[config.mk]
export PLATFORM = sky130hd
export DESIGN_NAME = symbol_deque_with_membership
export DESIGN_NICKNAME = d
export VERILOG_FILES = /design/src/sv/sdq_pkg.sv /design/src/sv/sdq_ram.sv /design/src/sv/sdq_ctl.sv /design/src/sv/sdq_dp.sv /design/src/sv/symbol_deque_with_membership.sv
export VERILOG_INCLUDE_DIRS = /design/src /design/src/sv
export SDC_FILE = /design/constraint.sdc
export NUM_CORES = 1
export LEC_CHECK = 0
export BUFFER_PORTS_ARGS = -buffer_cell sky130_fd_sc_hd__buf_2
export CAP_MARGIN = 20
export CORE_UTILIZATION = 65
export CTS_BUF_LIST = sky130_fd_sc_hd__clkbuf_2 sky130_fd_sc_hd__clkbuf_4 sky130_fd_sc_hd__clkbuf_8
export CTS_CLUSTER_DIAMETER = 150
export DETAILED_ROUTE_END_ITERATION = 10
export PLACE_DENSITY = 0.82
export SLEW_MARGIN = 10
export SYNTH_ARGS = -nofsm -noshare
export SYNTH_HDL_FRONTEND = slang
export SYNTH_SLANG_ARGS = --single-unit
[constraint.sdc]
create_clock -name i_clk -period 4.9 [get_ports i_clk]
set_input_delay 0.98 -clock i_clk [delete_from_list [all_inputs] [get_ports i_clk]]
set_output_delay 0.98 -clock i_clk [all_outputs]
set_load 0.03 [all_outputs]
[src/sv/symbol_deque_with_membership_assert.svh]
// Assertion macros for the symbol deque RTL.
// Included by modules that carry concurrent checks; no other dependencies.
`ifndef SYMBOL_DEQUE_WITH_MEMBERSHIP_ASSERT_SVH
`define SYMBOL_DEQUE_WITH_MEMBERSHIP_ASSERT_SVH

// Same-cycle implication, disabled while reset is asserted.
`define SDQ_ASSERT_NOW(label, clk, rst_n, ante, cons, msg) \
    label: assert property (@(posedge clk) disable iff (!(rst_n)) (ante) |-> (cons)) \
        else $error(msg);

// Next-cycle implication, disabled while reset is asserted.
`define SDQ_ASSERT_NEXT(label, clk, rst_n, ante, cons, msg) \
    label: assert property (@(posedge clk) disable iff (!(rst_n)) (ante) |=> (cons)) \
        else $error(msg);

`endif

[src/sv/sdq_pkg.sv]
// Shared types and codes for the symbol deque.
// No dependencies; used by the controller, datapath and top level.
`timescale 1ns / 1ps

package sdq_pkg;

    localparam int OP_W     = 3;
    localparam int SYM_W    = 8;
    localparam int COUNT_W  = 5;
    localparam int STATUS_W = 2;

    localparam logic [OP_W-1:0] OP_PUSH_FRONT    = 3'd0;
    localparam logic [OP_W-1:0] OP_PUSH_BACK     = 3'd1;
    localparam logic [OP_W-1:0] OP_REPLACE_FRONT = 3'd2;
    localparam logic [OP_W-1:0] OP_REPLACE_BACK  = 3'd3;
    localparam logic [OP_W-1:0] OP_QUERY         = 3'd4;

    localparam logic [STATUS_W-1:0] ST_DONE  = 2'd0;
    localparam logic [STATUS_W-1:0] ST_FULL  = 2'd1;
    localparam logic [STATUS_W-1:0] ST_EMPTY = 2'd2;

    // controller -> datapath
    typedef struct packed {
        logic load;    // capture request
        logic exec;    // apply push/overwrite, or arm the search
        logic scan;    // issue one storage read of the search
        logic finish;  // close the search and reply
    } t_ctl_cmd;

    // datapath -> controller
    typedef struct packed {
        logic scan_go;    // registered request is a query on a non-empty queue
        logic scan_last;  // current read is of the back element
    } t_dp_sts;

endpackage

[src/sv/sdq_ram.sv]
// Generic single-write, single-read RAM with registered read data.
// No dependencies.
`timescale 1ns / 1ps

module sdq_ram #(
    parameter int WIDTH = 8,
    parameter int DEPTH = 16
) (
    input  logic                     i_clk,
    input  logic                     i_we,
    input  logic [$clog2(DEPTH)-1:0] i_waddr,
    input  logic [WIDTH-1:0]         i_wdata,
    input  logic                     i_re,
    input  logic [$clog2(DEPTH)-1:0] i_raddr,
    output logic [WIDTH-1:0]         o_rdata
);

    logic [WIDTH-1:0] r_mem [DEPTH];
    logic [WIDTH-1:0] r_rdata;

    always_ff @(posedge i_clk) begin
        if (i_we) begin
            r_mem[i_waddr] <= i_wdata;
        end
        if (i_re) begin
            r_rdata <= r_mem[i_raddr];
        end
    end

    assign o_rdata = r_rdata;

endmodule

[src/sv/sdq_ctl.sv]
// Request sequencer for the symbol deque.
// Depends on sdq_pkg for the command and status structs.
`timescale 1ns / 1ps

module sdq_ctl (
    input  logic            i_clk,
    input  logic            i_rst_n,
    input  logic            i_start,
    output logic            o_busy,
    output sdq_pkg::t_ctl_cmd o_cmd,
    input  sdq_pkg::t_dp_sts  i_sts
);

    localparam logic [1:0] S_IDLE  = 2'd0;
    localparam logic [1:0] S_EXEC  = 2'd1;
    localparam logic [1:0] S_SCAN  = 2'd2;
    localparam logic [1:0] S_DRAIN = 2'd3;

    logic [1:0] r_state;
    logic [1:0] n_state;

    always_comb begin
        n_state = r_state;
        o_cmd   = '0;
        case (r_state)
            S_IDLE: begin
                o_cmd.load = i_start;
                if (i_start) begin
                    n_state = S_EXEC;
                end
            end
            S_EXEC: begin
                o_cmd.exec = 1'b1;
                n_state    = i_sts.scan_go ? S_SCAN : S_IDLE;
            end
            S_SCAN: begin
                o_cmd.scan = 1'b1;
                if (i_sts.scan_last) begin
                    n_state = S_DRAIN;
                end
            end
            S_DRAIN: begin
                o_cmd.finish = 1'b1;
                n_state      = S_IDLE;
            end
            default: begin
                n_state = S_IDLE;
            end
        endcase
    end

    always_ff @(posedge i_clk) begin
        if (!i_rst_n) begin
            r_state <= S_IDLE;
        end else begin
            r_state <= n_state;
        end
    end

    assign o_busy = (r_state != S_IDLE);

endmodule

[src/sv/sdq_dp.sv]
// Datapath of the symbol deque: ring pointers, storage RAM, search and reply registers.
// Depends on sdq_pkg, sdq_ram and the assertion macro header.
`timescale 1ns / 1ps
`include "symbol_deque_with_membership_assert.svh"

module sdq_dp #(
    parameter int DEPTH = 16
) (
    input  logic                            i_clk,
    input  logic                            i_rst_n,
    input  sdq_pkg::t_ctl_cmd               i_cmd,
    output sdq_pkg::t_dp_sts                o_sts,
    input  logic [sdq_pkg::OP_W-1:0]        i_operation,
    input  logic [sdq_pkg::SYM_W-1:0]       i_symbol,
    output logic                            o_valid,
    output logic                            o_found,
    output logic [sdq_pkg::COUNT_W-1:0]     o_count,
    output logic [sdq_pkg::STATUS_W-1:0]    o_status
);

    localparam int IW = $clog2(DEPTH);
    localparam int CW = $clog2(DEPTH + 1);

    // request registers
    logic [sdq_pkg::OP_W-1:0]  r_op;
    logic [sdq_pkg::SYM_W-1:0] r_sym;

    // deque state
    logic [IW-1:0] r_front, n_front;
    logic [CW-1:0] r_count, n_count;

    // search state
    logic [IW-1:0] r_scan_idx;
    logic          r_rd_pend;
    logic          r_hit;

    // reply registers
    logic                         r_valid;
    logic                         r_found;
    logic [sdq_pkg::COUNT_W-1:0]  r_count_out;
    logic [sdq_pkg::STATUS_W-1:0] r_status;

    logic                         full, empty, match, reply;
    logic [IW-1:0]                front_dec;
    logic                         ram_we;
    logic [IW-1:0]                ram_waddr, ram_raddr;
    logic [sdq_pkg::SYM_W-1:0]    ram_rdata;
    logic [sdq_pkg::STATUS_W-1:0] n_status;

    // base + off modulo DEPTH; both operands below DEPTH
    function automatic logic [IW-1:0] ring_pos(input logic [IW-1:0] base,
                                               input logic [IW-1:0] off);
        logic [IW:0] sum;
        sum = {1'b0, base} + {1'b0, off};
        if (sum >= (IW+1)'(DEPTH)) begin
            sum = sum - (IW+1)'(DEPTH);
        end
        return sum[IW-1:0];
    endfunction

    always_comb begin
        full      = (r_count == CW'(DEPTH));
        empty     = (r_count == '0);
        front_dec = (r_front == '0) ? IW'(DEPTH - 1) : r_front - IW'(1);

        o_sts.scan_go   = (r_op == sdq_pkg::OP_QUERY) && !empty;
        o_sts.scan_last = ((CW'(r_scan_idx) + CW'(1)) == r_count);

        n_front   = r_front;
        n_count   = r_count;
        n_status  = sdq_pkg::ST_DONE;
        ram_we    = 1'b0;
        ram_waddr = r_front;

        case (r_op)
            sdq_pkg::OP_PUSH_FRONT: begin
                if (full) begin
                    n_status = sdq_pkg::ST_FULL;
                end else begin
                    ram_we    = 1'b1;
                    ram_waddr = front_dec;
                    n_front   = front_dec;
                    n_count   = r_count + CW'(1);
                end
            end
            sdq_pkg::OP_PUSH_BACK: begin
                if (full) begin
                    n_status = sdq_pkg::ST_FULL;
                end else begin
                    ram_we    = 1'b1;
                    ram_waddr = ring_pos(r_front, r_count[IW-1:0]);
                    n_count   = r_count + CW'(1);
                end
            end
            sdq_pkg::OP_REPLACE_FRONT: begin
                if (empty) begin
                    n_status = sdq_pkg::ST_EMPTY;
                end else begin
                    ram_we = 1'b1;
                end
            end
            sdq_pkg::OP_REPLACE_BACK: begin
                if (empty) begin
                    n_status = sdq_pkg::ST_EMPTY;
                end else begin
                    ram_we    = 1'b1;
                    ram_waddr = ring_pos(r_front, IW'(r_count - CW'(1)));
                end
            end
            default: begin
                // query and unused codes change nothing
            end
        endcase

        // only the exec step commits
        if (!i_cmd.exec) begin
            ram_we  = 1'b0;
            n_front = r_front;
            n_count = r_count;
        end

        ram_raddr = ring_pos(r_front, r_scan_idx);
        match     = r_rd_pend && (ram_rdata == r_sym);
        reply     = (i_cmd.exec && !o_sts.scan_go) || i_cmd.finish;
    end

    sdq_ram #(
        .WIDTH (sdq_pkg::SYM_W),
        .DEPTH (DEPTH)
    ) u_ram (
        .i_clk   (i_clk),
        .i_we    (ram_we),
        .i_waddr (ram_waddr),
        .i_wdata (r_sym),
        .i_re    (i_cmd.scan),
        .i_raddr (ram_raddr),
        .o_rdata (ram_rdata)
    );

    always_ff @(posedge i_clk) begin
        if (i_cmd.load) begin
            r_op  <= i_operation;
            r_sym <= i_symbol;
        end
        if (reply) begin
            r_found     <= i_cmd.finish & (r_hit | match);
            r_count_out <= sdq_pkg::COUNT_W'(n_count);
            r_status    <= i_cmd.finish ? sdq_pkg::ST_DONE : n_status;
        end
    end

    always_ff @(posedge i_clk) begin
        if (!i_rst_n) begin
            r_front    <= '0;
            r_count    <= '0;
            r_scan_idx <= '0;
            r_rd_pend  <= 1'b0;
            r_hit      <= 1'b0;
            r_valid    <= 1'b0;
        end else begin
            r_front   <= n_front;
            r_count   <= n_count;
            r_rd_pend <= i_cmd.scan;
            r_valid   <= reply;
            if (i_cmd.exec) begin
                r_scan_idx <= '0;
                r_hit      <= 1'b0;
            end else if (i_cmd.scan) begin
                r_scan_idx <= r_scan_idx + IW'(1);
                r_hit      <= r_hit | match;
            end
        end
    end

    assign o_valid  = r_valid;
    assign o_found  = r_found;
    assign o_count  = r_count_out;
    assign o_status = r_status;

    `SDQ_ASSERT_NOW(a_count_bound, i_clk, i_rst_n, 1'b1, r_count <= CW'(DEPTH), "count above depth")
    `SDQ_ASSERT_NOW(a_scan_in_range, i_clk, i_rst_n, i_cmd.scan, r_scan_idx < r_count, "scan past back")
    `SDQ_ASSERT_NEXT(a_reply_strobe, i_clk, i_rst_n, reply, r_valid, "reply not strobed")
    `SDQ_ASSERT_NOW(a_full_reply, i_clk, i_rst_n, r_valid && (r_status == sdq_pkg::ST_FULL), r_count == CW'(DEPTH), "full status on non-full queue")

endmodule

[src/sv/symbol_deque_with_membership.sv]
// Bounded double-ended queue of 8-bit symbols with push and overwrite at either end and a
// membership search. A request is taken when start is high and busy is low; its reply
// appears on o_found/o_count/o_status for exactly one cycle with o_valid high and cannot
// be held off, so the receiver must sample it then. A push or overwrite is captured, then
// commits in the exec state and registers its reply as busy drops; the next request can be
// taken while that reply shows. A membership query reads the held elements one per cycle
// through the single read port of the storage RAM and replies from the drain state (from
// the exec state on an empty queue). No clearing pass is needed after reset.
// Depends on sdq_pkg, sdq_ctl and sdq_dp.
`timescale 1ns / 1ps

module symbol_deque_with_membership #(
    parameter int DEPTH = 16
) (
    input  logic                         i_clk,
    input  logic                         i_rst_n,
    input  logic                         start,
    output logic                         busy,
    input  logic [sdq_pkg::OP_W-1:0]     i_operation,
    input  logic [sdq_pkg::SYM_W-1:0]    i_symbol,
    output logic                         o_valid,
    output logic                         o_found,
    output logic [sdq_pkg::COUNT_W-1:0]  o_count,
    output logic [sdq_pkg::STATUS_W-1:0] o_status
);

    sdq_pkg::t_ctl_cmd cmd;
    sdq_pkg::t_dp_sts  sts;

    sdq_ctl u_ctl (
        .i_clk   (i_clk),
        .i_rst_n (i_rst_n),
        .i_start (start),
        .o_busy  (busy),
        .o_cmd   (cmd),
        .i_sts   (sts)
    );

    sdq_dp #(
        .DEPTH (DEPTH)
    ) u_dp (
        .i_clk       (i_clk),
        .i_rst_n     (i_rst_n),
        .i_cmd       (cmd),
        .o_sts       (sts),
        .i_operation (i_operation),
        .i_symbol    (i_symbol),
        .o_valid     (o_valid),
        .o_found     (o_found),
        .o_count     (o_count),
        .o_status    (o_status)
    );

endmodule
==> impl_metrics.csv <==
group,metric,value,unit
outcome,run_status,"finished, final reports clean",
power_and_ir_drop,power_frac_comb,0.066,
synthesis,synth-seq-area-share,0.661,
global_route,pin_count_of_the_biggest_net_entering_global_routing,19,
floorplanning,row_count,39,
floorplanning,die_area,12100,sq um
clocking,clk_path_buf_depth,2,
clocking,cts_tree,"built",
timing,layout_worst_path_cycle_share,0.713,
synthesis,ys_top_cells_by_area,"sky130_fd_sc_hd__edfxtp_1 (61%), sky130_fd_sc_hd__mux4_2 (9.5%), sky130_fd_sc_hd__dfxtp_1 (4.7%)",
timing,fin_skew,0.0125,ns
floorplanning,chipHeight,110,um
setup_path,worst-endpoint-required,4.99,ns
clocking,cts-hold-fix-buffers,0,
route,routed_via_density,6.40,
power_and_ir_drop,power.share.clock,0.352,
timing,fin_worst_hold_slack,0.535,ns
min_path,min-delay-path-class,"reg -> reg",
setup_path,crit_buf_inv,1,
clocking,clock_tree_root_driver_cell,"sky130_fd_sc_hd__clkbuf_8",
placement,dp_hpwl,10000,um
placement,place_ws,1.11,ns
synthesis,yosys_most_used_dff,"sky130_fd_sc_hd__edfxtp_1",
synthesis,ys_ff_latch,173,
synthesis,synth.cells.most_frequent,"sky130_fd_sc_hd__edfxtp_1 (155), sky130_fd_sc_hd__mux4_2 (32), sky130_fd_sc_hd__nor2_1 (23)",
global_route,grt_first_pass_wirelength,23100,um
setup_path,cell_type_with_the_highest_occurrence_count_on_the_critical_path,"sky130_fd_sc_hd__a221oi_1",
floorplanning,pin_count,24,
floorplanning,floorplan.die.width,110,um
power_and_ir_drop,power_report.internal_total,2150,uW
setup_path,setup.worst_path.end_class,"flop",
timing,worst_slack,1.41,ns
synthesis,synth_cells,475,
setup_path,crit_path_cell_trace,"inv_1 > ha_1 > nor2b_1 > o31ai_1 > a221oi_1 > a221oi_1 > nand2_1 > nor2_1",
flow_run,max_capacitance_violation_count,0,
power_and_ir_drop,power_leakage,0.00288,uW
setup_path,slowest_delay,0.68,ns
global_route,grt.overflow.total,0,
power_and_ir_drop,power.share.switching,0.246,
power_and_ir_drop,vdd_ir_drop_max,0.234,mV
synthesis,post-synth-top-count-cell,"sky130_fd_sc_hd__edfxtp_1",
setup_path,worst_path_dominant_cell_family,"compound AO/OA/AOI/OAI gates",
setup_path,critPathLaunchType,"flop",
synthesis,number_of_enable_flip_flop_cells_after_synthesis,155,
cells_and_area,fraction_of_final_layout_cells_with_drive_strength_greater_than_1,0.216,
placement,io_buffers,23,
synthesis,synth.largest_area_cell,"sky130_fd_sc_hd__edfxtp_1",
power_and_ir_drop,power_density_over_the_cells,341,nW/um^2
timing,fin_crit,3.49,ns
synthesis,synth.avg_cell_area,16.0,sq um
floorplanning,initial_utilization,0.665,
cells_and_area,syn2layout_area_growth,9.91,%
route,wl_per_cell,22.4,um
route,num_vias,4286,
power_and_ir_drop,power.sequential.fraction,0.582,
global_route,antenna_violations_before_repair,0,
placement,place_congestion,0.963,
clocking,clk_transition_reported_paths,0.09,ns
timing,max_freq,286,MHz
timing,setup_viol,0,
synthesis,synthDistinctLibCells,59,
floorplanning,fp.coreArea,11400,sq um
timing,worstMarginPinSlew,1.08,ns
clocking,clock_tree.htree_level_count,4,
global_route,first_global_vias,4198,
route,drc,0,
timing,hold_violations,0,
clocking,ctsResizeCount,0,
setup_path,criticalPathCategory,"reg -> reg",
synthesis,mappedNetlistNets,507,
timing,grt_setup_unrepaired,"no",
timing,max_slew_headroom,0.277,
clocking,insertion_delay,0.46,ns
synthesis,synth.top_cell.area_share,0.613,
setup_path,peak_fanout_along_the_critical_path,11,
route,totalWireLength,15000,um
route,antenna_violating_nets_post_route,0,
synthesis,ys.warnings.count,0,
power_and_ir_drop,switchingPower,699,uW
setup_path,crit_slowest_cell,"sky130_fd_sc_hd__nor2_1",
synthesis,post_synth_instance_area,7590,sq um
setup_path,worst_ep_arrival_time,3.58,ns
timing,tns,0,ns
clocking,clock_sink_count,173,
cells_and_area,antenna_cells_inserted,0,
cells_and_area,finalNetCount,546,
route,drt_iter0_markers,366,
synthesis,postSynth.asyncResetShare,0,
global_route,groute.usage.overall,0.274,
timing,slew_violations,0,
route,drtPass1Iterations,5,
clocking,cts_buffers,17,
clocking,cts.repair_timing.setup_buffer_count,0,
stage by stage:
| step | power [uW] | area (sq um) | utilization | instances |
|---|---|---|---|---|
| global route | 2940 | 8340 | 0.731 | 670 |
| detailed placement | 1880 | 7910 | 0.693 | 635 |
| global placement | 1870 | 7910 | 0.693 | 635 |
| floorplan | 1820 | 7590 | - | 475 |
| finish | 2850 | 8340 | 0.731 | 670 |
| CTS | 2860 | 8330 | 0.729 | 667 |
tightest hold or removal path, cell delays in order, from the launching register on:
cell and delay (ns):
sky130_fd_sc_hd__dfxtp_1 0.32, sky130_fd_sc_hd__a21oi_1 0.12, sky130_fd_sc_hd__nor3b_1 0.05
cell type report:
class,count,area (sq um)
Timing Repair Buffer,41,243
Clock inverter,14,175
Multi-Input combinational cell,268,2440
Tap cell,143,179
Inverter,13,48.8
Fill cell,706,3080
Sequential cell,173,5010
Clock buffer,18,241
flip-flops by register name, summed over array words and instances, names as in the netlist, 2 cells and up, named ones only:
signal / count
u_dp.o_count: 5
u_dp.o_status: 2
u_dp.r_count: 5
u_dp.r_scan_idx: 4
u_dp.u_ram.o_rdata: 8
u_dp.r_front: 4
u_dp.u_ram.r_mem: 128
u_dp.r_sym: 8
u_dp.r_op: 3
cell families after synthesis:
kind of cell	synth area share
buf+inv	0.0191
mux	0.110
compound gates	0.0666
flops	0.661
simple gates	0.0813
fa+ha+maj	0.0326
xor+xnor	0.0300
path summary, 6_finish.rpt:
kind | from | endpoint | slack [ns] | cells past startpoint
setup reg to reg | u_dp.r_front[1] | u_dp.u_ram.r_mem[0][6] | 1.41 | 8
setup / recovery | u_dp.r_front[1] | u_dp.u_ram.r_mem[0][6] | 1.41 | 8
hold / removal | u_dp.r_hit | u_dp.r_hit | 0.54 | 2
hold reg to reg | u_dp.r_hit | u_dp.r_hit | 0.54 | 2
placed cells by master, fill, tap and decap left out, types with 2 or more instances in the layout:
cell type / Yosys / routed
sky130_fd_sc_hd__nand3b_1: 2 / 2
sky130_fd_sc_hd__xnor2_1: 18 / 18
sky130_fd_sc_hd__a31oi_1: 2 / 2
sky130_fd_sc_hd__clkinv_8: 0 / 4
sky130_fd_sc_hd__fa_1: 3 / 3
sky130_fd_sc_hd__nor2b_1: 15 / 15
sky130_fd_sc_hd__nand3_1: 4 / 4
sky130_fd_sc_hd__ha_1: 15 / 14
sky130_fd_sc_hd__nand4_1: 4 / 4
sky130_fd_sc_hd__inv_6: 0 / 4
sky130_fd_sc_hd__and3_1: 4 / 4
sky130_fd_sc_hd__a21oi_1: 20 / 20
sky130_fd_sc_hd__mux4_2: 32 / 32
sky130_fd_sc_hd__clkinv_4: 0 / 2
sky130_fd_sc_hd__a311o_1: 2 / 2
sky130_fd_sc_hd__inv_8: 0 / 2
sky130_fd_sc_hd__a211oi_1: 9 / 9
sky130_fd_sc_hd__mux2i_1: 10 / 10
sky130_fd_sc_hd__dfxtp_1: 18 / 18
sky130_fd_sc_hd__nor3b_1: 3 / 3
sky130_fd_sc_hd__o211a_1: 3 / 3
sky130_fd_sc_hd__nand2b_1: 3 / 3
sky130_fd_sc_hd__a21o_1: 5 / 5
sky130_fd_sc_hd__o211ai_1: 4 / 4
sky130_fd_sc_hd__and2_1: 12 / 12
sky130_fd_sc_hd__buf_2: 5 / 25
sky130_fd_sc_hd__a221oi_1: 2 / 2
sky130_fd_sc_hd__nor2_1: 23 / 23
sky130_fd_sc_hd__inv_1: 13 / 13
sky130_fd_sc_hd__xor2_1: 8 / 7
sky130_fd_sc_hd__edfxtp_1: 155 / 155
sky130_fd_sc_hd__buf_4: 1 / 15
sky130_fd_sc_hd__clkbuf_8: 0 / 17
sky130_fd_sc_hd__o21ai_0: 9 / 9
sky130_fd_sc_hd__nor3_1: 13 / 13
sky130_fd_sc_hd__nand2_1: 18 / 18
layer usage:
layer / part of all wire / vias up / global-route usage
met5: 0 / - / 0
met4: 0.015 / 0 / 0.111
met3: 0.076 / 16 / 0.0641
met2: 0.49 / 208 / 0.427
met1: 0.41 / 2122 / 0.375
li1: - / 1940 / -
power groups by stage:
stage / Clock, uW / Combinational [uW] / Sequential [uW]
after floorplan: 0 / 128 / 1690
after global placement: 0 / 183 / 1690
after detailed placement: 0 / 187 / 1690
after CTS: 1020 / 188 / 1660
after global routing: 1070 / 202 / 1660
final: 1000 / 188 / 1660
No activity file was read; power rests on OpenSTA's default activity.
